===== src/hdl/ptw16_pkg.sv =====
package ptw16_pkg;

  localparam int unsigned PHYS_BITS = 40;
  localparam int unsigned ADDR_BITS = 41;   // entry address width
  localparam int unsigned GRAN_BITS = 14;
  localparam int unsigned IDX_BITS  = 11;
  localparam int unsigned XN_POS    = 53;
  localparam int unsigned AP_POS    = 6;

  // translation control field values
  localparam logic [2:0] IPS_40     = 3'd2;
  localparam logic [1:0] GRAN_16K   = 2'd1;
  localparam logic [1:0] TYPE_TABLE = 2'd3;
  localparam logic [5:0] TSZ_MIN    = 6'd17;
  localparam logic [5:0] TSZ_MAX    = 6'd27;

  // configuration register indexes
  localparam logic [1:0] CFG_TCR       = 2'd0;
  localparam logic [1:0] CFG_LOW_BASE  = 2'd1;
  localparam logic [1:0] CFG_HIGH_BASE = 2'd2;

  typedef enum logic [1:0] {
    KIND_READ  = 2'd0,
    KIND_WRITE = 2'd1,
    KIND_DONE  = 2'd2,
    KIND_FAULT = 2'd3
  } kind_t;

  localparam logic [3:0] FLT_NONE    = 4'd0;
  localparam logic [3:0] FLT_IPS     = 4'd1;
  localparam logic [3:0] FLT_UPPER   = 4'd2;
  localparam logic [3:0] FLT_GRANULE = 4'd3;
  localparam logic [3:0] FLT_SIZE    = 4'd4;
  localparam logic [3:0] FLT_L1_ZERO = 4'd5;
  localparam logic [3:0] FLT_L1_TYPE = 4'd6;
  localparam logic [3:0] FLT_L2_ZERO = 4'd7;
  localparam logic [3:0] FLT_L2_TYPE = 4'd8;
  localparam logic [3:0] FLT_L3_ZERO = 4'd9;
  localparam logic [3:0] FLT_L3_TYPE = 4'd10;

  typedef struct packed {
    logic [63:0]          tcr;
    logic [PHYS_BITS-1:0] low_base;
    logic [PHYS_BITS-1:0] high_base;
  } cfg_t;

  typedef struct packed {
    kind_t                kind;
    logic [ADDR_BITS-1:0] mem_addr;
    logic [63:0]          write_data;
    logic [PHYS_BITS-1:0] phys_addr;
    logic [3:0]           fault_code;
    logic                 flush_tlb;
    logic                 last;
  } result_t;

  // up to two results handed to the output queue in one cycle
  typedef struct packed {
    logic [1:0] cnt;
    result_t    r0;
    result_t    r1;
  } push_t;

endpackage


===== src/hdl/page_table_walker_16k.sv =====
// Three-level stage-1 table walker, 16 KB granule, 40-bit output size.
//
// Input channel (in_*): one item is either a translate request (in_cmd = 0,
// in_virt_addr, in_make_exec) or a table entry word returned from memory
// (in_cmd = 1, in_read_data). An entry word that arrives with no walk open
// is dropped. A request while a walk is open abandons that walk.
// Result channel (out_*): read requests, entry write-backs, finished
// translations and faults; out_last marks the final result of an item.
// Only a level-3 entry with make_exec set gives two results (write, done).
// Config port: cfg_we writes cfg_data to register cfg_index (0 translation
// control, 1 low table base, 2 high table base); write only while idle.
//
// Path: an item accepted into the input register feeds the walk logic, which
// pushes its results into a four-entry result queue whose head drives out_*.
// Throughput: one item per cycle, limited by the output side: an item only
// leaves the input register when the queue has room for two results. When
// out_stall holds, the queue fills and in_stall rises after at most four more
// items. Reset (rst_n low, synchronous) clears the walk, the queue and the
// config registers; no results pending.
module page_table_walker_16k (
  input  logic        clk,
  input  logic        rst_n,
  // input items
  input  logic        in_valid,
  output logic        in_stall,
  input  logic        in_cmd,
  input  logic [63:0] in_virt_addr,
  input  logic        in_make_exec,
  input  logic [63:0] in_read_data,
  // result items
  output logic        out_valid,
  input  logic        out_stall,
  output logic [1:0]  out_kind,
  output logic [40:0] out_mem_addr,
  output logic [63:0] out_write_data,
  output logic [39:0] out_phys_addr,
  output logic [3:0]  out_fault_code,
  output logic        out_flush_tlb,
  output logic        out_last,
  // configuration writes
  input  logic        cfg_we,
  input  logic [1:0]  cfg_index,
  input  logic [63:0] cfg_data
);

  ptw16_pkg::cfg_t    cfg_r;
  ptw16_pkg::push_t   push;
  ptw16_pkg::result_t head;

  // input register
  logic        hold_r;
  logic        cmd_r;
  logic [63:0] va_r;
  logic        exec_r;
  logic [63:0] rdata_r;

  logic room;
  logic proc;

  assign proc     = hold_r && room;
  assign in_stall = hold_r && !room;

  always_ff @(posedge clk) begin
    if (!rst_n) begin
      hold_r <= 1'b0;
    end else if (!in_stall) begin
      hold_r <= in_valid;
    end
  end

  always_ff @(posedge clk) begin
    if (in_valid && !in_stall) begin
      cmd_r   <= in_cmd;
      va_r    <= in_virt_addr;
      exec_r  <= in_make_exec;
      rdata_r <= in_read_data;
    end
  end

  // config registers; writes beyond the list are ignored
  always_ff @(posedge clk) begin
    if (!rst_n) begin
      cfg_r <= '0;
    end else if (cfg_we) begin
      unique case (cfg_index)
        ptw16_pkg::CFG_TCR:       cfg_r.tcr       <= cfg_data;
        ptw16_pkg::CFG_LOW_BASE:  cfg_r.low_base  <= cfg_data[39:0];
        ptw16_pkg::CFG_HIGH_BASE: cfg_r.high_base <= cfg_data[39:0];
        default: ;
      endcase
    end
  end

  ptw16_walk u_walk (
    .clk       (clk),
    .rst_n     (rst_n),
    .proc      (proc),
    .cmd       (cmd_r),
    .va        (va_r),
    .make_exec (exec_r),
    .rdata     (rdata_r),
    .cfg       (cfg_r),
    .push      (push)
  );

  ptw16_outq u_outq (
    .clk       (clk),
    .rst_n     (rst_n),
    .push      (push),
    .out_stall (out_stall),
    .room      (room),
    .out_valid (out_valid),
    .head      (head)
  );

  assign out_kind       = 2'(head.kind);
  assign out_mem_addr   = head.mem_addr;
  assign out_write_data = head.write_data;
  assign out_phys_addr  = head.phys_addr;
  assign out_fault_code = head.fault_code;
  assign out_flush_tlb  = head.flush_tlb;
  assign out_last       = head.last;

endmodule


===== src/hdl/ptw16_walk.sv =====
module ptw16_walk (
  input  logic              clk,
  input  logic              rst_n,
  input  logic              proc,
  input  logic              cmd,
  input  logic [63:0]       va,
  input  logic              make_exec,
  input  logic [63:0]       rdata,
  input  ptw16_pkg::cfg_t   cfg,
  output ptw16_pkg::push_t  push
);

  typedef enum logic [1:0] {PH_IDLE, PH_L1, PH_L2, PH_L3} phase_t;

  phase_t      phase_r, phase_nxt;
  logic [35:0] saved_low_r, saved_low_nxt;
  logic        exec_r, exec_nxt;
  logic [40:0] final_addr_r, final_addr_nxt;

  logic        sel_hi;
  logic [5:0]  tsz;
  logic [1:0]  gran;
  logic [63:0] top_mask;
  logic        top_ok;
  logic        tsz_ok;
  logic [39:0] base;
  logic [3:0]  idx_shift;
  logic [10:0] l1_idx;
  logic [40:0] l1_addr;
  logic [10:0] nxt_idx;
  logic [40:0] nxt_addr;
  logic [63:0] wdata;
  logic [39:0] pa;
  logic [3:0]  code_zero, code_type;

  function automatic ptw16_pkg::result_t mk(ptw16_pkg::kind_t k, logic [40:0] a,
                                            logic [63:0] w, logic [39:0] p,
                                            logic [3:0] c, logic f, logic l);
    ptw16_pkg::result_t r;
    r.kind       = k;
    r.mem_addr   = a;
    r.write_data = w;
    r.phys_addr  = p;
    r.fault_code = c;
    r.flush_tlb  = f;
    r.last       = l;
    return r;
  endfunction

  // request-side field checks
  always_comb begin
    sel_hi    = va[63];
    tsz       = sel_hi ? cfg.tcr[21:16] : cfg.tcr[5:0];
    gran      = sel_hi ? cfg.tcr[31:30] : cfg.tcr[15:14];
    base      = sel_hi ? cfg.high_base : cfg.low_base;
    top_mask  = ~({64{1'b1}} >> tsz);
    top_ok    = sel_hi ? ((va & top_mask) == top_mask) : ((va & top_mask) == 64'd0);
    tsz_ok    = (tsz >= ptw16_pkg::TSZ_MIN) && (tsz <= ptw16_pkg::TSZ_MAX);
    idx_shift = 4'(tsz - ptw16_pkg::TSZ_MIN);
    l1_idx    = va[46:36] & (11'h7FF >> idx_shift);
    l1_addr   = {1'b0, base} + {27'd0, l1_idx, 3'b000};
  end

  // entry-side fields
  always_comb begin
    nxt_idx  = (phase_r == PH_L1) ? saved_low_r[35:25] : saved_low_r[24:14];
    nxt_addr = {1'b0, rdata[39:14], nxt_idx, 3'b000};
    wdata    = rdata & ~(64'h3 << ptw16_pkg::AP_POS) & ~(64'h3 << ptw16_pkg::XN_POS);
    wdata    = wdata | (64'h2 << ptw16_pkg::XN_POS);
    pa       = {rdata[39:14], saved_low_r[13:0]};
    case (phase_r)
      PH_L1:   begin code_zero = ptw16_pkg::FLT_L1_ZERO; code_type = ptw16_pkg::FLT_L1_TYPE; end
      PH_L2:   begin code_zero = ptw16_pkg::FLT_L2_ZERO; code_type = ptw16_pkg::FLT_L2_TYPE; end
      default: begin code_zero = ptw16_pkg::FLT_L3_ZERO; code_type = ptw16_pkg::FLT_L3_TYPE; end
    endcase
  end

  always_comb begin
    phase_nxt      = phase_r;
    saved_low_nxt  = saved_low_r;
    exec_nxt       = exec_r;
    final_addr_nxt = final_addr_r;
    push.cnt = 2'd0;
    push.r0  = mk(ptw16_pkg::KIND_READ, '0, '0, '0, ptw16_pkg::FLT_NONE, 1'b0, 1'b1);
    push.r1  = push.r0;
    if (proc) begin
      if (!cmd) begin
        phase_nxt = PH_IDLE;
        push.cnt  = 2'd1;
        if (cfg.tcr[34:32] != ptw16_pkg::IPS_40) begin
          push.r0 = mk(ptw16_pkg::KIND_FAULT, '0, '0, '0, ptw16_pkg::FLT_IPS, 1'b0, 1'b1);
        end else if (!top_ok) begin
          push.r0 = mk(ptw16_pkg::KIND_FAULT, '0, '0, '0, ptw16_pkg::FLT_UPPER, 1'b0, 1'b1);
        end else if (gran != ptw16_pkg::GRAN_16K) begin
          push.r0 = mk(ptw16_pkg::KIND_FAULT, '0, '0, '0, ptw16_pkg::FLT_GRANULE, 1'b0, 1'b1);
        end else if (!tsz_ok) begin
          push.r0 = mk(ptw16_pkg::KIND_FAULT, '0, '0, '0, ptw16_pkg::FLT_SIZE, 1'b0, 1'b1);
        end else begin
          saved_low_nxt = va[35:0];
          exec_nxt      = make_exec;
          phase_nxt     = PH_L1;
          push.r0 = mk(ptw16_pkg::KIND_READ, l1_addr, '0, '0, ptw16_pkg::FLT_NONE, 1'b0, 1'b1);
        end
      end else if (phase_r != PH_IDLE) begin
        push.cnt = 2'd1;
        if (rdata == 64'd0) begin
          phase_nxt = PH_IDLE;
          push.r0 = mk(ptw16_pkg::KIND_FAULT, '0, '0, '0, code_zero, 1'b0, 1'b1);
        end else if (rdata[1:0] != ptw16_pkg::TYPE_TABLE) begin
          phase_nxt = PH_IDLE;
          push.r0 = mk(ptw16_pkg::KIND_FAULT, '0, '0, '0, code_type, 1'b0, 1'b1);
        end else begin
          unique case (phase_r)
            PH_L1: begin
              phase_nxt = PH_L2;
              push.r0 = mk(ptw16_pkg::KIND_READ, nxt_addr, '0, '0, ptw16_pkg::FLT_NONE,
                           1'b0, 1'b1);
            end
            PH_L2: begin
              phase_nxt      = PH_L3;
              final_addr_nxt = nxt_addr;
              push.r0 = mk(ptw16_pkg::KIND_READ, nxt_addr, '0, '0, ptw16_pkg::FLT_NONE,
                           1'b0, 1'b1);
            end
            default: begin
              // level 3: optional write-back, then the translation
              phase_nxt = PH_IDLE;
              if (exec_r) begin
                push.cnt = 2'd2;
                push.r0 = mk(ptw16_pkg::KIND_WRITE, final_addr_r, wdata, '0,
                             ptw16_pkg::FLT_NONE, 1'b0, 1'b0);
                push.r1 = mk(ptw16_pkg::KIND_DONE, '0, '0, pa, ptw16_pkg::FLT_NONE,
                             1'b1, 1'b1);
              end else begin
                push.r0 = mk(ptw16_pkg::KIND_DONE, '0, '0, pa, ptw16_pkg::FLT_NONE,
                             1'b0, 1'b1);
              end
            end
          endcase
        end
      end
    end
  end

  always_ff @(posedge clk) begin
    if (!rst_n) begin
      phase_r      <= PH_IDLE;
      saved_low_r  <= '0;
      exec_r       <= 1'b0;
      final_addr_r <= '0;
    end else begin
      phase_r      <= phase_nxt;
      saved_low_r  <= saved_low_nxt;
      exec_r       <= exec_nxt;
      final_addr_r <= final_addr_nxt;
    end
  end

endmodule


===== src/hdl/ptw16_outq.sv =====
module ptw16_outq (
  input  logic                clk,
  input  logic                rst_n,
  input  ptw16_pkg::push_t    push,
  input  logic                out_stall,
  output logic                room,
  output logic                out_valid,
  output ptw16_pkg::result_t  head
);

  ptw16_pkg::result_t ent_r [4];
  logic [2:0] count_r;
  logic [1:0] wr_ptr_r, rd_ptr_r;
  logic [1:0] wr_ptr_p1;
  logic       pop;

  assign out_valid = (count_r != 3'd0);
  assign pop       = out_valid && !out_stall;
  assign room      = (count_r <= 3'd2);  // space for a two-result item
  assign head      = ent_r[rd_ptr_r];
  assign wr_ptr_p1 = wr_ptr_r + 2'd1;

  always_ff @(posedge clk) begin
    if (!rst_n) begin
      count_r  <= '0;
      wr_ptr_r <= '0;
      rd_ptr_r <= '0;
    end else begin
      count_r  <= count_r + {1'b0, push.cnt} - {2'b00, pop};
      wr_ptr_r <= wr_ptr_r + push.cnt;
      rd_ptr_r <= rd_ptr_r + {1'b0, pop};
    end
  end

  always_ff @(posedge clk) begin
    if (push.cnt != 2'd0) begin
      ent_r[wr_ptr_r] <= push.r0;
    end
    if (push.cnt == 2'd2) begin
      ent_r[wr_ptr_p1] <= push.r1;
    end
  end

endmodule


===== config.mk =====
export PLATFORM = sky130hd
export DESIGN_NAME = page_table_walker_16k
export DESIGN_NICKNAME = d
export VERILOG_FILES = /design/src/hdl/ptw16_pkg.sv /design/src/hdl/page_table_walker_16k.sv /design/src/hdl/ptw16_walk.sv /design/src/hdl/ptw16_outq.sv
export SDC_FILE = /design/constraint.sdc
export NUM_CORES = 2
export LEC_CHECK = 0
export ABC_AREA = 1
export BUFFER_PORTS_ARGS = -buffer_cell sky130_fd_sc_hd__buf_4
export CAP_MARGIN = 10
export CELL_PAD_IN_SITES_DETAIL_PLACEMENT = 1
export CELL_PAD_IN_SITES_GLOBAL_PLACEMENT = 1
export CORE_MARGIN = 2
export CORE_UTILIZATION = 40
export DETAILED_ROUTE_END_ITERATION = 10
export PLACE_DENSITY = 0.84
export SETUP_SLACK_MARGIN = 0.15
export SLEW_MARGIN = 30
export SYNTH_ARGS = -nofsm -noshare
export SYNTH_HDL_FRONTEND = slang
export SYNTH_SLANG_ARGS = --single-unit

===== constraint.sdc =====
create_clock -name clk -period 6.8 [get_ports clk]
set_input_delay 1.02 -clock clk [delete_from_list [all_inputs] [get_ports clk]]
set_output_delay 1.02 -clock clk [all_outputs]
set_load 0.01 [all_outputs]

==> impl_metrics.json <==
{
  "viasPerCell": 5.79,
  "ctsResizeCount": 0,
  "ys_types": 45,
  "fin_hold_ws_ns": 0.444,
  "crit_type": "reg2reg",
  "hp-class": "reg2reg",
  "p_leak_nw": 19.4,
  "final_layout_size_suffix_gt1_share_pct": 10.9,
  "wl_per_cell_um": 23.5,
  "cp-start-kind": "flop",
  "worstPathRequired_ns": 7.43,
  "clk_pin_slew_worst_paths_ns": 0.06,
  "crit_path_end_kind": "flop",
  "yosysWarnings": 0,
  "dr.pass1.iters": 6,
  "cts_tree": "built",
  "synth_area_leaders": "dfxtp_1 30%, edfxtp_1 22%, nand2_1 11%",
  "netlist_area_sq_mm": 0.0410,
  "fmax_mhz": 203,
  "grt_pass1_wl_um": 240000,
  "grt_overflow_total": 0,
  "synth-edff-count": 298,
  "routed_wl_um": 161000,
  "hold_viol_final": 0,
  "grt_start_max_net_pins": 218,
  "antenna_found_initial": 5,
  "initial_utilization_pct": 40.3,
  "outcome": "complete, no violations",
  "setup_viol": 0,
  "finalSetupTns_ns": 0,
  "critPathMaxFanout": 57,
  "cts-buffers-inserted": 99,
  "cts_sinks": 913,
  "root_buffer": "clkbuf_16",
  "die_h_um": 324,
  "ctsLongestPathBuffers": 3,
  "whs_path_depth": 2,
  "timing.final.crit_period_ns": 4.92,
  "async_flop_share_pct": 0,
  "tightest_slew_ns": 1.05,
  "die_area_sq_mm": 0.105,
  "maxCapViolations": 0,
  "yosys.area.top_type": "dfxtp_1",
  "worst_ep_arrival_time_ns": 5.55,
  "hpwlAfterDp_um": 102000,
  "relSlewSlack_pct": 30.2,
  "syn_inst": 5280,
  "synth_most_common_cell": "nand2_1",
  "die_x_um": 324,
  "synth_top_cell_area_share_pct": 30.0,
  "place.gp.congestion": 0.931,
  "num_vias": 39800,
  "total_power_mw": 15.4,
  "route.detailed.drc": 0,
  "std_cell_rows": 117,
  "vdd.ir_drop.worst_uv": 216,
  "period_share_pct": 72.4,
  "synth-seq-area-share_pct": 51.8,
  "drv_slew": 0,
  "htreeDepth": 3,
  "synth_top_flop_cell": "dfxtp_1",
  "ys_ff_latch": 913,
  "synth.avg_cell_area_sq_um": 7.77,
  "finalNetCount": 5649,
  "grt_use_total_pct": 29.9,
  "ys_top_cells_by_count": "1241 x nand2_1, 771 x o21ai_0, 687 x nor2_1, 615 x dfxtp_1, 316 x inv_1",
  "area_growth_pct": 16.2,
  "rsz0062_at_grt": "false",
  "cts_setup_buffers": 0,
  "cts_hold_buf": 0,
  "grt_pass1_vias": 40600,
  "worst_skew_pair.late_latency_ns": 0.70,
  "clock-skew-final_ns": 0.0324,
  "pin_count": 356,
  "drt_iter0_drc": 3731,
  "fin_util_pct": 46.9,
  "worst_r2r_path_depth": 21,
  "ant_nets": 0,
  "p_per_area_mw_per_mm2": 324,
  "port-buffer-count": 328,
  "core_area_sq_mm": 0.102
}
## area by class of cell
cell class,instances,area [sq um]
Multi-Input combinational cell,3676,17100
Clock inverter,32,290
Inverter,338,1290
Timing Repair Buffer,390,3040
Clock buffer,153,2950
Tap cell,1368,1710
Sequential cell,913,21300
Antenna cell,2,5.00
Fill cell,12300,54100
## power by group
part	internal (mW)	switching [mW]	total [mW]
clock	3.10	2.31	5.41
sequential	5.88	0.243	6.13
combinational	1.28	2.61	3.89
## state kept, by name (all words and copies together) (netlist names)
name / flops
u_walk.final_addr_r: 37
cfg_r: 99
u_walk.exec_r: 1
u_outq.ent_r: 600
u_outq.count_r: 3
u_walk.saved_low_r: 36
u_outq.rd_ptr_r: 2
exec_r: 1
rdata_r: 64
hold_r: 1
cmd_r: 1
u_walk.phase_r: 2
u_outq.wr_ptr_r: 2
va_r: 64
## worst paths after layout
kind                                     startpoint              endpoint  slack, ns
worst min-delay path            u_outq.ent_r[1][68]   u_outq.ent_r[1][68]       0.44
worst max-delay path                       va_r[63]  u_outq.ent_r[2][148]       1.88
worst min register to register  u_outq.ent_r[1][68]   u_outq.ent_r[1][68]       0.44
worst max register to register             va_r[63]  u_outq.ent_r[2][148]       1.88
## routing by layer
layer	GRT usage (%)	part of all wire, %	vias to the layer above
met4	15.4	5.0	6
met2	50.2	48	1704
li1	-	-	18000
met3	5.40	8.1	393
met1	36.7	39	19600
met5	0	0.025	-
## layout by cell type (no fill, tap or decap), types with 9 or more instances in the layout
cell type and n:
clkinv_1 14, inv_1 309, nand4_1 51, clkbuf_8 18, clkbuf_16 103, dfxtp_1 613
clkinv_2 21, nand3b_1 21, a22oi_1 36, xor2_1 12, inv_2 11, a32o_1 10
o21ai_1 17, nor4_1 51, clkbuf_1 32, nor2_1 679, edfxtp_1 298, a21oi_1 122
ha_1 27, buf_4 381, nor3_1 21, o21ai_0 771, nand3_1 302, nor2_2 9
nand2_2 11, nand2_1 1237, o22ai_1 252
## cell families (layout without fill, tap and decap cells)
logic type | Yosys count | count (layout) | synth area share (%)
other cells | 1 | 5 | 0.00914
xor+xnor | 19 | 19 | 0.406
fa+ha+maj | 30 | 30 | 0.952
flops | 913 | 913 | 51.8
simple gates | 2402 | 2402 | 24.0
buf+inv | 693 | 913 | 6.64
compound gates | 1222 | 1222 | 16.1
## worst max-delay path, cell delays in order, from the launching register on
cell,delay (ns)
edfxtp_1,0.42
buf_4,0.55
nand2_1,0.16
nand2_1,0.46
xor2_1,0.27
clkinv_1,0.25
nor4_1,0.38
ha_1,0.28
nand2_1,0.10
nor2_1,0.14
nand3_1,0.10
nand3_1,0.25
nand2_1,0.23
nor2_1,0.29
nand2_1,0.10
nand2_1,0.07
nand3_1,0.07
nor2_1,0.11
nand3_1,0.20
nand2_1,0.21
nand3_1,0.11
nand2_1,0.11
## stage by stage
step | cells | setup slack, ns | area [sq um]
floorplan | 5282 | 1.91 | 41000
global placement | 6684 | 2.15 | 44400
detailed placement | 6684 | 2.01 | 44400
CTS | 6869 | 1.96 | 47600
global route | 6870 | 1.45 | 47700
finish | 6872 | 1.88 | 47700
(Power assumes the default switching activity.)
